<file path="src/design/abkf_pkg.sv">
`timescale 1ns / 1ps
// ----------------------------------------------------------------------------
// abkf_pkg
// Shared types, constants and fixed-point helpers of the angle/bias filter.
// ----------------------------------------------------------------------------
package abkf_pkg;

	localparam int DATA_W  = 32;
	localparam int DT_W    = 16;
	localparam int NOISE_W = 31;
	localparam int OPA_W   = 35;
	localparam int WIDE_W  = 68;
	localparam int DEN_W   = 34;
	localparam int ADDR_W  = 4;

	localparam logic [NOISE_W-1:0] QA_RESET = 31'd16777;
	localparam logic [NOISE_W-1:0] QB_RESET = 31'd50332;
	localparam logic [NOISE_W-1:0] R_RESET  = 31'd503317;

	localparam logic [1:0] REG_QA = 2'd0;
	localparam logic [1:0] REG_QB = 2'd1;
	localparam logic [1:0] REG_R  = 2'd2;

	localparam logic [5:0] MUL_STEPS_K  = 6'd32;
	localparam logic [5:0] MUL_STEPS_DT = 6'd16;
	localparam logic [5:0] DIV_STEPS    = 6'd56;

	localparam logic signed [WIDE_W-1:0] SAT_HI = 68'sd2147483647;
	localparam logic signed [WIDE_W-1:0] SAT_LO = -68'sd2147483648;
	localparam logic signed [WIDE_W-1:0] HALF16 = 68'sd32768;
	localparam logic signed [WIDE_W-1:0] HALF24 = 68'sd8388608;

	typedef struct packed {
		logic start;
		logic sgn;
	} mul_req_t;

	function automatic logic signed [DATA_W-1:0] sat32(input logic signed [WIDE_W-1:0] v);
		logic signed [DATA_W-1:0] r;
		if (v > SAT_HI) begin
			r = 32'sh7FFFFFFF;
		end else if (v < SAT_LO) begin
			r = 32'sh80000000;
		end else begin
			r = v[DATA_W-1:0];
		end
		return r;
	endfunction

	function automatic logic signed [WIDE_W-1:0] rnd16(input logic signed [WIDE_W-1:0] v);
		return (v + HALF16) >>> 16;
	endfunction

	function automatic logic signed [WIDE_W-1:0] rnd24(input logic signed [WIDE_W-1:0] v);
		return (v + HALF24) >>> 24;
	endfunction

endpackage

</file>
<file path="src/design/abkf_div.sv">
`timescale 1ns / 1ps
// ----------------------------------------------------------------------------
// abkf_div
// Restoring divider for the gain: sat32((num * 2^24) / den), one bit a cycle.
// ----------------------------------------------------------------------------
module abkf_div import abkf_pkg::*; (
	input  logic                     clk,
	input  logic                     arst_n,
	input  logic                     start,
	input  logic signed [DATA_W-1:0] num,
	input  logic signed [DEN_W-1:0]  den,
	output logic signed [DATA_W-1:0] quo,
	output logic                     done
);
	logic [55:0]              dq_q;
	logic [DEN_W-1:0]         rem_q;
	logic [DEN_W-1:0]         dm_q;
	logic                     neg_q;
	logic                     zero_q;
	logic [5:0]               cnt_q;
	logic                     busy_q;
	logic                     fin_q;
	logic                     done_q;
	logic signed [DATA_W-1:0] quo_q;
	logic [DATA_W-1:0]        nabs;
	logic [DEN_W-1:0]         dabs;
	logic [DEN_W-1:0]         r2;
	logic                     fit;

	assign nabs = num[DATA_W-1] ? (~num + 32'd1) : num;
	assign dabs = den[DEN_W-1] ? (~den + 34'd1) : den;
	assign r2   = {rem_q[DEN_W-2:0], dq_q[55]};
	assign fit  = (r2 >= dm_q);

	always_ff @(posedge clk or negedge arst_n) begin
		if (!arst_n) begin
			busy_q <= 1'b0;
			fin_q  <= 1'b0;
			done_q <= 1'b0;
			cnt_q  <= '0;
		end else begin
			done_q <= fin_q;
			fin_q  <= 1'b0;
			if (start) begin
				busy_q <= 1'b1;
				cnt_q  <= DIV_STEPS;
			end else if (busy_q) begin
				cnt_q <= cnt_q - 6'd1;
				if (cnt_q == 6'd1) begin
					busy_q <= 1'b0;
					fin_q  <= 1'b1;
				end
			end
		end
	end

	always_ff @(posedge clk) begin
		if (start) begin
			dq_q   <= {nabs, 24'd0};
			rem_q  <= '0;
			dm_q   <= dabs;
			neg_q  <= num[DATA_W-1] ^ den[DEN_W-1];
			zero_q <= (den == '0);
		end else if (busy_q) begin
			rem_q <= fit ? (r2 - dm_q) : r2;
			dq_q  <= {dq_q[54:0], fit};
		end
		if (fin_q) begin
			if (zero_q) begin
				quo_q <= '0;
			end else if (neg_q) begin
				quo_q <= (dq_q > 56'h80000000) ? 32'sh80000000 : (~dq_q[31:0] + 32'd1);
			end else begin
				quo_q <= (dq_q > 56'h7FFFFFFF) ? 32'sh7FFFFFFF : dq_q[31:0];
			end
		end
	end

	assign quo  = quo_q;
	assign done = done_q;
endmodule

</file>
<file path="config.mk">
export PLATFORM = sky130hd
export DESIGN_NAME = abkf_div
export DESIGN_NICKNAME = d
export VERILOG_FILES = /design/src/design/abkf_pkg.sv /design/src/design/abkf_div.sv
export SDC_FILE = /design/constraint.sdc
export NUM_CORES = 1
export LEC_CHECK = 0
export BUFFER_PORTS_ARGS = -buffer_cell sky130_fd_sc_hd__buf_2
export CAP_MARGIN = 20
export CORE_AREA = 2 2 168 121
export DETAILED_ROUTE_END_ITERATION = 7
export DIE_AREA = 0 0 170 123
export PLACE_DENSITY_LB_ADDON = 0.1
export SLEW_MARGIN = 25
export SYNTH_ARGS = -nofsm -noshare
export SYNTH_HDL_FRONTEND = slang
export SYNTH_SLANG_ARGS = --single-unit
</file>
<file path="constraint.sdc">
create_clock -name clk -period 3.65 [get_ports clk]
set_input_delay 1.095 -clock clk [delete_from_list [all_inputs] [get_ports clk]]
set_output_delay 1.095 -clock clk [all_outputs]
set_load 0.02 [all_outputs]
</file>
==> key figures <==
Critical path
  – Element type at the critical path start: flop
  – Launch point of the worst reg-to-reg path: dq_q[3]
  – Endpoint of the lowest-slack register-to-register path: quo[31]
  – Type of the setup path with the least slack: reg2reg
  – Crit path max-delay cell type: or4_4
  – Required time of the critical path: 3830 ps
  – Crit path max fanout: 2
  – Number of cells traversed by the worst register-to-register path: 9
  – Worst-case register-to-register setup slack: -10 ps
  – Max incr delay on CP: 530 ps
  – Most numerous cell on the critical path: or4_4
  – Critical path capture point type: flop
  – Crit-path cells: or4_4, or4_4, or4_4, or4_4, or3_4, or3_4, nor3_4, xor2_1, a211oi_1
  – Signal arrival time at the worst endpoint: ~3800 ps

Detailed routing
  – Antenna-violating nets left: 0
  – Vias per inst: 5.90
  – Met3 Wirelength: ~2300 um
  – Initial DRC count: 1019
  – Number of vias after detailed routing: 9188
  – Routed wire length per instance: 17.3 um
  – DRC: 0
  – Detailed route wirelength on metal2: 10300 um
  – Number of iterations in the first detailed-routing pass: 8
  – Top layer in use: met4
  – Total wire length: between 20000 and 30000 um
  – Wire length on met1: 14100 um

Status
  – Violations in the final reports: negative setup slack
  – Result of the run: complete, but fails checks

Clock tree
  – Count of hold buffers inserted by post-cts repair: 0
  – Clock tree from TritonCTS: yes
  – Maximum level of the CTS H-tree: 4
  – Sinks on the clock net: ~170
  – Root buf cell: clkbuf_16
  – Maximum clock path buffer count: 2
  – Clock transition at the registers of the reported paths: roughly 70 ps
  – Worst skew pair latency: 430 ps
  – Number of buffers added by the clock tree synthesis step: 17

Timing
  – Hold_ws: 498 ps
  – Number of pins exceeding their max-slew limit in the final report: 0
  – Minimum period implied by the final worst setup slack: 3660 ps
  – Final hold vios: 0
  – Slew at the pin closest to its max-slew limit: about 800 ps
  – Unrepaired setup endpoints after global routing: true
  – FMAX: 273 MHz
  – Worst setup slack after layout: -12.9 ps
  – Max-Slew Margin vs Limit: between 40% and 50%
  – Final period utilization: 100%
  – Endpoints failing setup: 1
  – Sum of negative setup slack: -12.9 ps
  – Setup clock skew after layout: 12.1 ps

Synthesis
  – Synthesized Nets: 1237
  – EDFF count, synth: 100
  – Post-Syn Area per Cell: 9.12 um^2
  – Post-synthesis instance total: 1128
  – Synth Register Bits: between 150 and 200
  – Netlist Area Pre-Place: approximately 0.010 mm^2
  – Fraction of post-synthesis cell area in the top cell type by area: 29.2%
  – Number of distinct standard cells referenced by the synthesized netlist: 58
  – Sequential element share of the synthesized area: 42.5%
  – Leading post-synthesis cells by cell area: edfxtp_1 29%, dfxtp_1 11%, xnor2_1 6.9%
  – Number of warning messages in the yosys log: 0
  – Cell taking the most area after synthesis: edfxtp_1
  – Synth async-reset ratio: 5.42%
  – Synth Flop Type: edfxtp_1

Die
  – Core Region: 0.0194 mm^2
  – Initial core utilization: between 50% and 60%
  – Chip width: approximately 170 um
  – Boundary Pins: 102
  – Num rows: 43
  – Die outline area: 0.0209 mm^2
  – Height of the die: approximately 120 um

Power and ir drop
  – Internal power consumption: 0.00352 W
  – Net switching power: roughly 0.0013 W
  – Power density cells: about 380 mW/mm^2
  – Leakage power total: 5.33 nW
  – Fraction of power consumed by the clock network: 39.9%
  – Sequential Power Share: a little under half
  – Worst ir drop on vdd: 0.314 mV
  – Switch share: 26.3%
  – Comb power frac: between 10% and 20%

Global route
  – Largest net degree at the start of global routing: 64
  – Grt ovf: 0
  – Global-route wire length before repair: 42300 um
  – Total routing usage reported by global routing: 25.9%
  – Number of global-route vias before repair: 8048
  – Antenna violations before repair: 0

Final layout
  – Fraction of layout cells with a size suffix above 1: 23.1%
  – Most used cells in the layout excluding fill and tap cells: 128 x nand2_1, 113 x nor2_1, 105 x buf_4, 100 x buf_2, 100 x edfxtp_1
  – Final standard cell utilization of the core: 65.3%
  – Storage element area: between 0.004 and 0.005 mm^2
  – Number of diodes: 0
  – Area of the multi-input gates: 0.00571 mm^2
  – Final layout net count: roughly 1400
  – Most common library cell in the layout ignoring fill and taps: nand2_1
  – Fillers: 1629
  – Layout-stage area growth over the synthesis result: 22.9%

Placement
  – Total of buffers placed on input and output ports: 101
  – HPWL after detailed placement: 19400 um
  – Worst setup slack before clock tree synthesis: -495 ps
  – Placer's final routability congestion estimate: between 0.9 and 1

Run
  – # Max-Cap Violations: 0

Hold path
  – Classification of the worst-slack hold path: in2async
[metrics by stage]
step           power (W)  instances  cell area, um^2
2_1_floorplan    0.00261       1128            10400
3_3_place_gp     0.00286       1516            11800
3_5_place_dp     0.00287       1516            11800
4_1_cts          0.00477       1552            12500
5_1_grt          0.00494       1557            12600
6_report         0.00478       1557            12600
[critical path: cells and delay by family (launching register included)]
| family | cells | cell delay (ps) |
|---|---|---|
| compound gates | 1 | 100 |
| flops | 1 | 310 |
| simple gates | 7 | 2780 |
| xor+xnor | 1 | 210 |
[cell families (layout without fill, tap and decap cells)]
kind of cell	count (synthesis)	in the layout	share of synthesized area, %
simple gates	398	398	18.8
compound gates	288	288	19.1
flops	166	166	42.5
buf+inv	116	298	4.23
xor+xnor	96	96	8.17
fa+ha+maj	40	40	4.94
mux	24	24	2.34
[registers in the layout (all words and copies together), names as in the netlist]
name    flops
busy_q      1
cnt_q       6
dm_q       34
done        1
dq_q       56
fin_q       1
neg_q       1
quo        32
rem_q      33
zero_q      1
[cell usage after synthesis, drive strengths merged (17+ instances only)]
cell type and instances:
ha 39, mux2i 24, a21oi 61, nand2 129
clkbuf 58, nor2 114, or4 26, o31ai 23
a311oi 27, a31oi 17, edfxtp 100, o21ai 57
nor3 28, xnor2 81, a22o 29, inv 53
dfxtp 57
[worst max path at each step]
stage / from / end / slack, ps / cells past startpoint
finish: dq_q[3] / quo[31] / -10 / 9
global route: dq_q[3] / quo[31] / -100 / 9
CTS: dq_q[0] / quo[31] / -30 / 9
detailed placement: den[0] / dm_q[29] / -500 / 10
global placement: den[7] / dm_q[28] / -370 / 12
floorplan: den[0] / dm_q[27] / -230 / 9
[power by group through the flow]
| stage | registers (W) | logic [W] | clock network (W) |
|---|---|---|---|
| final | 0.00218 | 0.000690 | 0.00191 |
| after global routing | 0.00219 | 0.000757 | 0.00200 |
| after CTS | 0.00218 | 0.000667 | 0.00192 |
| after detailed placement | 0.00222 | 0.000654 | 0 |
| after global placement | 0.00222 | 0.000646 | 0 |
| after floorplan | 0.00219 | 0.000427 | 0 |
[layer usage]
| metal | global-route usage, % | up-vias |
|---|---|---|
| met2 | 33.7 | 375 |
| met1 | 42.5 | 4329 |
| met5 | 0 | - |
| met3 | 5.79 | 10 |
| met4 | 5.40 | 0 |
| li1 | - | 4474 |
[area by class of cell]
cell class / instances / share of cell area, %
clock buffer: 25 / 4.52
clock inverter: 7 / 0.515
inverter: 54 / 1.60
multi-input combinational: 846 / 45.1
sequential: 166 / 34.6
tap: 247 / 2.44
timing repair buffer: 212 / 11.2
[what timing repair did]
| action | CTS | global route |
|---|---|---|
| gates resized for setup | 9 | 19 |
| gates cloned | 0 | 2 |
| setup buffers | 4 | 2 |
| setup endpoints to repair | 35 | 48 |
| pin swaps | 5 | 11 |
No activity file was read; power rests on OpenSTA's default activity.
