==> src/design/abkf_pkg.sv <==
`timescale 1ns / 1ps
// ----------------------------------------------------------------------------
// abkf_pkg
// Shared types, constants and fixed-point helpers of the angle/bias filter.
// ----------------------------------------------------------------------------
package abkf_pkg;

	localparam int DATA_W  = 32;
	localparam int DT_W    = 16;
	localparam int NOISE_W = 31;
	localparam int OPA_W   = 35;
	localparam int WIDE_W  = 68;
	localparam int DEN_W   = 34;
	localparam int ADDR_W  = 4;

	localparam logic [NOISE_W-1:0] QA_RESET = 31'd16777;
	localparam logic [NOISE_W-1:0] QB_RESET = 31'd50332;
	localparam logic [NOISE_W-1:0] R_RESET  = 31'd503317;

	localparam logic [1:0] REG_QA = 2'd0;
	localparam logic [1:0] REG_QB = 2'd1;
	localparam logic [1:0] REG_R  = 2'd2;

	localparam logic [5:0] MUL_STEPS_K  = 6'd32;
	localparam logic [5:0] MUL_STEPS_DT = 6'd16;
	localparam logic [5:0] DIV_STEPS    = 6'd56;

	localparam logic signed [WIDE_W-1:0] SAT_HI = 68'sd2147483647;
	localparam logic signed [WIDE_W-1:0] SAT_LO = -68'sd2147483648;
	localparam logic signed [WIDE_W-1:0] HALF16 = 68'sd32768;
	localparam logic signed [WIDE_W-1:0] HALF24 = 68'sd8388608;

	typedef struct packed {
		logic start;
		logic sgn;
	} mul_req_t;

	function automatic logic signed [DATA_W-1:0] sat32(input logic signed [WIDE_W-1:0] v);
		logic signed [DATA_W-1:0] r;
		if (v > SAT_HI) begin
			r = 32'sh7FFFFFFF;
		end else if (v < SAT_LO) begin
			r = 32'sh80000000;
		end else begin
			r = v[DATA_W-1:0];
		end
		return r;
	endfunction

	function automatic logic signed [WIDE_W-1:0] rnd16(input logic signed [WIDE_W-1:0] v);
		return (v + HALF16) >>> 16;
	endfunction

	function automatic logic signed [WIDE_W-1:0] rnd24(input logic signed [WIDE_W-1:0] v);
		return (v + HALF24) >>> 24;
	endfunction

endpackage

==> src/design/abkf_mul.sv <==
`timescale 1ns / 1ps
// ----------------------------------------------------------------------------
// abkf_mul
// Bit-serial shift-add multiplier, one multiplier bit per cycle, LSB first.
// ----------------------------------------------------------------------------
module abkf_mul import abkf_pkg::*; (
	input  logic                     clk,
	input  logic                     arst_n,
	input  mul_req_t                 req,
	input  logic signed [OPA_W-1:0]  a,
	input  logic [DATA_W-1:0]        b,
	output logic signed [WIDE_W-1:0] prod,
	output logic                     done
);
	logic signed [WIDE_W-1:0] acc_q;
	logic signed [WIDE_W-1:0] mc_q;
	logic [DATA_W-1:0]        mb_q;
	logic [5:0]               cnt_q;
	logic                     busy_q;
	logic                     sgn_q;
	logic                     done_q;

	always_ff @(posedge clk or negedge arst_n) begin
		if (!arst_n) begin
			busy_q <= 1'b0;
			done_q <= 1'b0;
			cnt_q  <= '0;
		end else begin
			done_q <= 1'b0;
			if (req.start) begin
				busy_q <= 1'b1;
				cnt_q  <= req.sgn ? MUL_STEPS_K : MUL_STEPS_DT;
			end else if (busy_q) begin
				cnt_q <= cnt_q - 6'd1;
				if (cnt_q == 6'd1) begin
					busy_q <= 1'b0;
					done_q <= 1'b1;
				end
			end
		end
	end

	always_ff @(posedge clk) begin
		if (req.start) begin
			acc_q <= '0;
			mc_q  <= WIDE_W'(a);
			mb_q  <= b;
			sgn_q <= req.sgn;
		end else if (busy_q) begin
			if (mb_q[0]) begin
				if (sgn_q && cnt_q == 6'd1) begin
					acc_q <= acc_q - mc_q;
				end else begin
					acc_q <= acc_q + mc_q;
				end
			end
			mc_q <= mc_q <<< 1;
			mb_q <= mb_q >> 1;
		end
	end

	assign prod = acc_q;
	assign done = done_q;
endmodule

==> config.mk <==
export PLATFORM = sky130hd
export DESIGN_NAME = abkf_mul
export DESIGN_NICKNAME = d
export VERILOG_FILES = /design/src/design/abkf_pkg.sv /design/src/design/abkf_mul.sv
export SDC_FILE = /design/constraint.sdc
export NUM_CORES = 1
export LEC_CHECK = 0
export BUFFER_PORTS_ARGS = -buffer_cell sky130_fd_sc_hd__buf_4
export CAP_MARGIN = 10
export CORE_AREA = 5 5 178 248
export DETAILED_ROUTE_END_ITERATION = 10
export DIE_AREA = 0 0 183 253
export PLACE_DENSITY = 0.54
export SYNTH_ARGS = -nofsm -noshare
export SYNTH_HDL_FRONTEND = slang
export SYNTH_SLANG_ARGS = --single-unit
==> constraint.sdc <==
create_clock -name clk -period 16.5 [get_ports clk]
set_input_delay 0.825 -clock clk [delete_from_list [all_inputs] [get_ports clk]]
set_output_delay 0.825 -clock clk [all_outputs]
set_load 0.01 [all_outputs]
==> impl_metrics.py, run 1 <==
metrics = {
    "status": {
        "run_status": "completed",
    },
    "synth": {
        "synth_edf_count": 101,
        "ys_seq_area_frac": 0.3735,
        "ys_seq_elements": 177,
        "yosys.area.top_type": "edfxtp_1",
        "avgSynthCellArea_um2": 8.787,
        "yosysWarnings": 0,
        "yosys-top-cells-area": "edfxtp_1 25%, dfxtp_1 11%, ha_1 7.1%",
        "syn-num-nets": 1542,
        "synth_top_area_frac": 0.2465,
        "synth_area_um2": 12300,
        "synth_cells": 1400,
        "synth_cell_types": 68,
        "synth_ff_type": "edfxtp_1",
        "synthArstFlopShare": 0.04520,
    },
    "global_route": {
        "grt_max_degree": 91,
        "antenna_found_initial": 0,
        "grt_overflow_total": 0,
        "first_global_vias": 10684,
        "grt_pass1_wl_mm": 56.81,
        "gr-usage-all-layers": 0.1525,
    },
    "sta": {
        "post-route-period-util": 0.3766,
        "post-route-min-period_ns": 6.213,
        "rsz0062_at_grt": "no",
        "finalHoldViolations": 0,
        "worstMarginPinSlew_ns": 1.008,
        "drv_slew": 0,
        "holdWs_ns": 0.1813,
        "relSlewSlack": 0.3264,
        "timing.fmax_mhz": 160.9,
        "finClkSkew_ns": 0.01128,
        "tns_ns": 0,
        "setup_viol": 0,
    },
    "pwr": {
        "p_sw_mw": 0.9832,
        "powerDensity_nw_per_um2": 157.4,
        "pwr-share-clk": 0.184,
        "seqPwrFrac": 0.306,
        "p_leak_nw": 5.992,
        "switching_share": 0.4339,
        "max-vdd-ir-drop_v": 0.00006725,
        "p_int_mw": 1.283,
        "comb_power_share": 0.510,
    },
    "clocking": {
        "ctsHoldBuffers": 0,
        "clock-sinks": 177,
        "clk_path_buf_depth": 2,
        "cts_made_buffers": 17,
        "cts-root-buf": "clkbuf_16",
        "cts_setup_buffers": 0,
        "clk_pin_slew_worst_paths_ns": 0.08,
        "tritoncts": "yes",
        "cts_max_level": 4,
        "cts_resized": 0,
        "insertion_delay_ns": 0.45,
    },
    "die": {
        "core_area_um2": 41760,
        "die_h_um": 253,
        "io_pins": 140,
        "die_area_um2": 46300,
        "start_util": 0.2946,
        "rows": 89,
        "die_x_um": 183,
    },
    "worst_setup_path": {
        "cp.arrival_ns": 6.55,
        "crit_type": "flop to flop",
        "regToRegSetupSlack_ns": 10.29,
        "r2r-start": "mc_q[9]",
        "cp_max_fo": 7,
        "cp-start-kind": "flop",
        "reg2reg_depth": 19,
        "cp-end-kind": "flop",
        "rr_endpoint": "prod[67]",
        "cp.required_ns": 16.84,
    },
    "route": {
        "first_pass_iters": 5,
        "num_vias": 10609,
        "first_iter_violations": 679,
        "drcViolationCount": 0,
        "wl_mm": 36.25,
        "vias_per_cell": 5.180,
        "ant_nets": 0,
        "wl_per_cell_um": 17.70,
    },
    "finish": {
        "diodes": 0,
        "ff_latch_area_um2": 4594,
        "final_nets": 1631,
        "synthToLayoutAreaGrowth_pct": 17.07,
        "multi_input_area_um2": 7209,
        "finish.utilization": 0.3449,
        "n_fill_cell": 4405,
        "final_layout_size_suffix_gt1_frac": 0.1744,
    },
    "placed_design": {
        "port_buffers": 139,
        "hpwl_mm": 27.66,
        "gp_congestion": 0.9306,
    },
    "worst_hold_path": {
        "hp-class": "primary input to async pin",
    },
    "flow_run": {
        "cap_viol_max_count": 0,
    },
}
==> critical path, cell delays in order (launching register included) <==
cell and delay, ns:
edfxtp_1 0.45, or4_4 0.58, or4_4 0.48, nor3_1 0.71, nand3_1 0.25, nor2b_1 0.25
nand2_1 0.16, nor2_1 0.31, nor2_1 0.09, xnor2_1 0.15, ha_1 0.42, nand4_1 0.15
or3_1 0.44, nor2_1 0.22, a21o_1 0.19, a211oi_1 0.07, o41ai_1 0.58, nand3_1 0.14
o311ai_1 0.12, mux2_1 0.34
==> per-layer routing <==
| layer | wire length, µm | GRT usage | vias to the layer above | share of wire |
|---|---|---|---|---|
| met5 | 0 | 0 | - | 0 |
| met1 | 14860 | 0.1757 | 5039 | 0.41 |
| met4 | 1304 | 0.06069 | 0 | 0.036 |
| li1 | - | - | 5268 | - |
| met2 | 19030 | 0.2816 | 233 | 0.52 |
| met3 | 1065 | 0.02242 | 69 | 0.029 |
==> power by group through the flow <==
| stage | Combinational (mW) | Sequential (mW) | Clock, mW |
|---|---|---|---|
| floorplan | 0.783 | 0.694 | 0 |
| global placement | 1.15 | 0.706 | 0 |
| detailed placement | 1.15 | 0.707 | 0 |
| CTS | 1.16 | 0.698 | 0.430 |
| global route | 1.28 | 0.710 | 0.446 |
| finish | 1.16 | 0.694 | 0.417 |
==> area by class of cell <==
class	count	share of cell area
repair buffers	148	0.07741
clock inverters	15	0.01112
well taps	546	0.04744
inverters	57	0.01486
multi-input cells	1088	0.5006
flip-flops and latches	177	0.3190
clock buffers	17	0.02954
==> flip-flops by register name, indices dropped and copies added (netlist names) <==
register  count
sgn_q         1
mb_q         32
cnt_q         6
mc_q         68
busy_q        1
prod         68
done          1
==> metrics by stage <==
step                area (µm²)  power (mW)  setup slack (ns)  cells
floorplan                12300       1.477             11.33   1400
global placement         13820       1.855             10.28   2016
detailed placement       13820       1.859             10.18   2016
CTS                      14400       2.288             10.20   2048
global route             14400       2.437             9.742   2048
finish                   14400       2.266             10.29   2048
==> cell families (layout without fill, tap and decap cells) <==
| kind of cell | Yosys count | in the layout | synth area share |
|---|---|---|---|
| AOI/OAI and AO/OA | 390 | 390 | 0.1944 |
| muxes | 66 | 66 | 0.06011 |
| adders and majority gates | 71 | 71 | 0.07282 |
| and+or+nand+nor | 438 | 438 | 0.1705 |
| buffers and inverters | 135 | 237 | 0.04119 |
| xor gates and xnor gates | 123 | 123 | 0.08757 |
| DFF | 177 | 177 | 0.3735 |
==> cells in the mapped netlist (4+ instances only) <==
| library cell | n |
|---|---|
| xor2_1 | 38 |
| or2_2 | 5 |
| xnor2_1 | 85 |
| edfxtp_1 | 101 |
| mux2_2 | 62 |
| nor4_1 | 8 |
| o21a_1 | 10 |
| inv_1 | 57 |
| o21bai_1 | 15 |
| o211ai_1 | 5 |
| dfrtp_1 | 8 |
| o31ai_1 | 12 |
| o41ai_1 | 12 |
| or3_1 | 7 |
| and3_1 | 14 |
| dfxtp_1 | 68 |
| nor2b_1 | 15 |
| a211oi_1 | 11 |
| ha_1 | 70 |
| nand2b_1 | 5 |
| or4_1 | 4 |
| nand3_1 | 37 |
| a31oi_1 | 14 |
| nand2_1 | 190 |
| nor3_1 | 34 |
| o21ai_0 | 102 |
| a21oi_1 | 138 |
| a21o_1 | 36 |
| nor2_1 | 66 |
| buf_1 | 6 |
| and2_1 | 10 |
| nand4_1 | 26 |
| clkbuf_1 | 72 |
==> worst max-delay path by stage <==
stage                   from       end  slack, ns  depth (start not counted)
finish               mc_q[9]  prod[67]      10.29                         19
global route         mc_q[9]  prod[67]       9.74                         19
CTS                  mc_q[9]  prod[67]      10.20                         19
detailed placement   mc_q[9]  prod[67]      10.18                         19
global placement     mc_q[9]  prod[67]      10.28                         19
floorplan           mc_q[17]  prod[67]      11.33                         21
==> cell usage in the layout (no fill, tap or decap), types with 17 or more instances in the layout <==
master,n
nand2_1,189
buf_4,147
a21oi_1,138
o21ai_0,102
edfxtp_1,101
xnor2_1,85
ha_1,70
dfxtp_1,68
nor2_1,65
mux2_2,62
inv_1,57
xor2_1,38
nand3_1,37
a21o_1,36
nor3_1,34
nand4_1,26
clkbuf_16,17
No activity file was read; power rests on OpenSTA's default activity.
==> run 2: changes to the inputs <==
PLACE_DENSITY = 0.56   (was 0.54)
clock period = 5.4 ns   (was 16.5 ns; I/O delays follow)
==> run 2 against run 1 <==
Net effect: sequential cell count did not move; via count grew 2.1%; sequential share of layout area fell by 1.3 points; power grew to 3.2 times the previous value; worst hold slack got worse by 0.089 ns; critical path depth shrank 1; maximum frequency increased by 20%; final cell count grew 3.1%; clock skew rose by 0.0015 ns; critical path type unchanged; largest cell class unchanged.
==> impl_metrics.py, run 2 (same netlist as run 1, synthesis figures left out) <==
metrics = {
    "status": {
        "run_status": "completed",
    },
    "pwr": {
        "comb_power_share": 0.530,
        "p_int_mw": 4.103,
        "p_sw_mw": 3.075,
        "finalPower_mw": 7.177,
        "pwr-share-clk": 0.175,
        "switching_share": 0.4284,
        "seqPwrFrac": 0.294,
        "powerDensity_nw_per_um2": 478.4,
        "max-vdd-ir-drop_v": 0.0001880,
        "p_leak_nw": 6.371,
    },
    "finish": {
        "final_cell_mix": "208 x buf_4, 189 x nand2_1, 138 x a21oi_1, 102 x o21ai_0, 101 x edfxtp_1",
        "final_common_cell": "buf_4",
        "n_fill_cell": 4328,
        "ff_latch_area_um2": 4594,
        "fin_cells": 2111,
        "multi_input_area_um2": 7342,
        "diodes": 0,
        "final_nets": 1694,
        "synthToLayoutAreaGrowth_pct": 21.96,
        "final_layout_size_suffix_gt1_frac": 0.2179,
    },
    "worst_setup_path": {
        "cp.arrival_ns": 5.58,
        "cp_max_fo": 9,
        "regToRegSetupSlack_ns": 0.21,
        "cpMaxStageDelayCell": "or4b_2",
        "rr_endpoint": "prod[66]",
        "cp.required_ns": 5.80,
        "crit_type": "flop to flop",
        "cp-end-kind": "flop",
        "critPathBufInv": 2,
        "cp_cell_sequence": "or4_4, or4_4, nor3_4, buf_4, nand3_4, o41ai_2, buf_4, o21ai_0, xnor2_1, ha_1, a21oi_1, o221a_2, o21ai_0, a221o_1, a21oi_1, o41ai_2, or4b_2, nand3_1",
        "critPathMaxStageDelay_ns": 0.61,
        "r2r-start": "mc_q[9]",
        "reg2reg_depth": 18,
        "cp-start-kind": "flop",
        "path_delay_family": "simple AND/OR/NAND/NOR gates",
    },
    "sta": {
        "setup_slack_ns": 0.2138,
        "post-route-min-period_ns": 5.186,
        "worstMarginPinSlew_ns": 1.043,
        "relSlewSlack": 0.3040,
        "post-route-period-util": 0.9604,
        "finalHoldViolations": 0,
        "setup_viol": 0,
        "drv_slew": 0,
        "tns_ns": 0,
        "holdWs_ns": 0.09264,
        "timing.fmax_mhz": 192.8,
        "finClkSkew_ns": 0.01281,
    },
    "global_route": {
        "first_global_vias": 10935,
        "gr-usage-all-layers": 0.1559,
        "grt_max_degree": 102,
        "grt_overflow_total": 0,
        "grt_pass1_wl_mm": 57.96,
        "antenna_found_initial": 0,
    },
    "placed_design": {
        "hpwl_mm": 28.52,
        "dpl.cell_count": 2077,
        "gp_congestion": 0.8944,
        "port_buffers": 139,
        "place_ws_ns": -0.1265,
    },
    "clocking": {
        "insertion_delay_ns": 0.46,
        "clk_pin_slew_worst_paths_ns": 0.07,
        "clock-sinks": 177,
        "cts_max_level": 4,
        "cts_made_buffers": 17,
        "clk_path_buf_depth": 2,
        "cts-root-buf": "clkbuf_16",
        "tritoncts": "yes",
    },
    "worst_hold_path": {
        "min-delay-start": "a[0]",
        "min_delay_path_depth": 2,
        "whs_endpoint": "mc_q[0]",
        "hp-class": "primary input to flop",
    },
    "die": {
        "core_area_um2": 41760,
        "io_pins": 140,
        "die_x_um": 183,
        "die_h_um": 253,
        "rows": 89,
        "start_util": 0.2946,
        "die_area_um2": 46300,
    },
    "route": {
        "ant_nets": 0,
        "wl_per_cell_um": 17.48,
        "first_iter_violations": 630,
        "num_vias": 10834,
        "drcViolationCount": 0,
        "vias_per_cell": 5.132,
        "first_pass_iters": 5,
        "wl_mm": 36.91,
    },
    "flow_run": {
        "cap_viol_max_count": 0,
    },
}
[run 2: metrics by stage]
step / area [µm²] / util
final: 15000 / 0.3593
after global placement: 14270 / 0.3418
after detailed placement: 14270 / 0.3418
after global routing: 15000 / 0.3593
after CTS: 14880 / 0.3562
after floorplan: 12300 / -
[run 2: area by class of cell]
type                            instances  area share
Sequential cell                       177      0.3062
Clock inverter                         14    0.009841
Timing Repair Buffer                  211      0.1062
Tap cell                              546     0.04553
Multi-Input combinational cell       1088      0.4894
Inverter                               57     0.01426
Clock buffer                           18     0.02860
[run 2: timing repair]
item	CTS	global route
gates resized for setup	1	22
buffers inserted	0	0
endpoints found under the setup margin	1	10
pin swaps	0	3
hold endpoints to repair	9	0
hold buffers	2	0
[run 2: worst max-delay path by stage]
stage,from,endpoint,slack [ns],cells after the start
6_report,mc_q[9],prod[66],0.21,18
5_1_grt,mc_q[9],prod[66],-0.03,19
4_1_cts,mc_q[9],prod[66],0.002,19
3_5_place_dp,mc_q[9],prod[67],-0.13,17
3_3_place_gp,mc_q[9],prod[67],-0.08,17
2_1_floorplan,mc_q[17],prod[67],0.23,21
[run 2: per-layer routing]
metal	share of wire	track usage	wire (µm)
met3	0.030	0.02314	1097
met4	0.035	0.07091	1309
met5	0	0	0
met1	0.41	0.1783	15040
met2	0.53	0.2849	19460
[run 2: power by group through the flow]
stage,clock (mW),sequential [mW],combinational [mW]
6_report,1.26,2.11,3.81
5_1_grt,1.34,2.16,4.22
4_1_cts,1.30,2.12,3.79
3_5_place_dp,0,2.15,3.76
3_3_place_gp,0,2.14,3.74
2_1_floorplan,0,2.12,2.39
==> run 3: changes to the inputs <==
CORE_AREA = 5 5 209 211   (was 5 5 178 248)
DIE_AREA = 0 0 214 216   (was 0 0 183 253)
HOLD_SLACK_MARGIN = 0.06   (was unset)
PLACE_DENSITY = 0.54   (was 0.56)
clock period = 6.3 ns   (was 5.4 ns; I/O delays follow)
==> run 3 against run 2 <==
Net effect: critical path depth unchanged; first-iteration DRC count decreased by 11%; largest power group unchanged; register-to-register slack gained 0.38 ns; final cell count is 2.9% lower; largest cell class unchanged; wire length decreased by 5.5%; utilization down 1.2 points; non-clock buffer count shrank 54.
==> impl_metrics.py, run 3 (same netlist as run 1, synthesis figures left out) <==
metrics = {
    "status": {
        "run_status": "completed",
    },
    "pwr": {
        "powerDensity_nw_per_um2": 408.0,
        "max-vdd-ir-drop_v": 0.0002044,
        "p_leak_nw": 6.028,
    },
    "die": {
        "start_util": 0.2959,
        "die_area_um2": 46220,
        "core_area_um2": 41570,
        "io_pins": 140,
        "die_h_um": 216,
        "rows": 75,
        "die_x_um": 214,
    },
    "worst_setup_path": {
        "regToRegSetupSlack_ns": 0.60,
        "cp-start-kind": "flop",
        "critPathMaxStageDelay_ns": 0.58,
        "cpMaxStageDelayCell": "or4_4",
        "r2r-start": "mc_q[9]",
        "cp.required_ns": 6.64,
        "critPathBufInv": 0,
        "crit_type": "flop to flop",
        "path_delay_family": "simple AND/OR/NAND/NOR gates",
        "cp_cell_sequence": "or4_4, or4_4, nor3_4, nand2_1, nor3_1, a31oi_1, xnor2_1, ha_1, and3_1, nand2_1, nor4_1, o2111ai_1, o211ai_1, a211oi_1, o41ai_2, nand3_1, o311ai_1, mux2_1",
        "cp.arrival_ns": 6.05,
        "cp-end-kind": "flop",
        "cp_max_fo": 8,
        "reg2reg_depth": 18,
        "rr_endpoint": "prod[67]",
    },
    "sta": {
        "setup_viol": 0,
        "finClkSkew_ns": 0.01519,
        "worstMarginPinSlew_ns": 0.9367,
        "setup_slack_ns": 0.5976,
        "rsz0062_at_grt": "no",
        "relSlewSlack": 0.3740,
        "timing.fmax_mhz": 175.4,
        "drv_slew": 0,
        "tns_ns": 0,
        "post-route-period-util": 0.9051,
        "finalHoldViolations": 0,
        "holdWs_ns": 0.1390,
        "post-route-min-period_ns": 5.702,
    },
    "route": {
        "drcViolationCount": 0,
        "first_pass_iters": 5,
        "wl_mm": 34.88,
        "first_iter_violations": 562,
        "vias_per_cell": 5.110,
        "ant_nets": 0,
        "num_vias": 10470,
        "wl_per_cell_um": 17.02,
    },
    "finish": {
        "final_common_cell": "nand2_1",
        "diodes": 0,
        "final_layout_size_suffix_gt1_frac": 0.1762,
        "n_fill_cell": 4331,
        "final_cell_mix": "189 x nand2_1, 154 x buf_4, 138 x a21oi_1, 102 x o21ai_0, 101 x edfxtp_1",
        "synthToLayoutAreaGrowth_pct": 17.47,
        "final_nets": 1640,
    },
    "worst_hold_path": {
        "whs_endpoint": "mc_q[2]",
        "min_delay_path_depth": 3,
        "min-delay-start": "a[2]",
        "hp-class": "primary input to flop",
    },
    "clocking": {
        "cts_made_buffers": 17,
        "cts-root-buf": "clkbuf_16",
        "clk_path_buf_depth": 2,
        "cts_setup_buffers": 0,
        "insertion_delay_ns": 0.46,
        "clk_pin_slew_worst_paths_ns": 0.07,
        "cts_max_level": 4,
        "tritoncts": "yes",
        "clock-sinks": 177,
    },
    "placed_design": {
        "port_buffers": 139,
        "hpwl_mm": 26.55,
        "gp_congestion": 0.8368,
        "place_ws_ns": 0.4048,
    },
    "global_route": {
        "first_global_vias": 10263,
        "gr-usage-all-layers": 0.1474,
        "grt_pass1_wl_mm": 55.87,
        "grt_max_degree": 76,
        "antenna_found_initial": 0,
        "grt_overflow_total": 0,
    },
    "flow_run": {
        "cap_viol_max_count": 0,
    },
}
run 3: changes by cell type in the layout (fill, tap and decap cells not counted), moves of 2 or more:
cell      previous run  this run
nor3_4               3         1
clkinv_1             1         3
buf_4              208       154
inv_8                3         0
o41ai_2              4         1
o41ai_1              8        11
nor3_1              31        34
ha_2                 2         0
ha_1                68        70
run 3: metal layers:
layer / wire length (µm) / track usage / vias to the layer above / share of wire
met2: 16130 / 0.2444 / 198 / 0.46
met5: 0 / 0 / - / 0
met1: 16710 / 0.1964 / 4970 / 0.48
li1: - / - / 5274 / -
met4: 516 / 0.04187 / 0 / 0.015
met3: 1526 / 0.02957 / 28 / 0.044
run 3: layout make-up:
cell class | count | area, µm² | area share
Tap cell | 539 | 674.4 | 0.04667
Multi-Input combinational cell | 1088 | 7217 | 0.4994
Clock buffer | 17 | 425.4 | 0.02944
Timing Repair Buffer | 157 | 1187 | 0.08216
Clock inverter | 14 | 138.9 | 0.009610
Inverter | 57 | 214.0 | 0.01481
Sequential cell | 177 | 4594 | 0.3179
run 3: worst max-delay path by stage:
stage | depth (start not counted) | from | slack [ns] | endpoint
after global routing | 18 | mc_q[7] | 0.17 | prod[67]
final | 18 | mc_q[9] | 0.60 | prod[67]
after CTS | 18 | mc_q[9] | 0.39 | prod[67]
after global placement | 18 | mc_q[9] | 0.56 | prod[67]
after floorplan | 21 | mc_q[17] | 1.13 | prod[67]
after detailed placement | 18 | mc_q[9] | 0.40 | prod[67]
run 3: power by group:
| group | switching [mW] | internal, mW | total [mW] | leakage [nW] |
|---|---|---|---|---|
| registers | 0.279 | 1.53 | 1.81 | 1.74 |
| logic | 1.75 | 1.27 | 3.02 | 4.02 |
| clock network | 0.489 | 0.580 | 1.07 | 0.268 |
run 3: repair_timing:
action,in CTS,in global routing
endpoints found under the setup margin,0,1
hold buffers,2,0
gates resized for setup,0,1
endpoints found under the hold margin,9,0
run 3: per-stage QoR:
| step | instance area [µm²] | util | cells | total power, mW |
|---|---|---|---|---|
| 3_5_place_dp | 13860 | 0.3334 | 2016 | 4.843 |
| 5_1_grt | 14450 | 0.3476 | 2049 | 6.367 |
| 4_1_cts | 14440 | 0.3474 | 2049 | 5.948 |
| 3_3_place_gp | 13860 | 0.3334 | 2016 | 4.843 |
| 2_1_floorplan | 12300 | - | 1400 | 3.869 |
| 6_report | 14450 | 0.3476 | 2049 | 5.896 |
run 3: worst register-to-register path, delay by kind of cell, from the launching register on:
kind                       cells  cell delay (ns)
muxes                          1             0.34
adders and majority gates      1             0.43
DFF                            1             0.44
and+or+nand+nor                9             2.78
AOI/OAI and AO/OA              6             1.44
xor gates and xnor gates       1             0.17
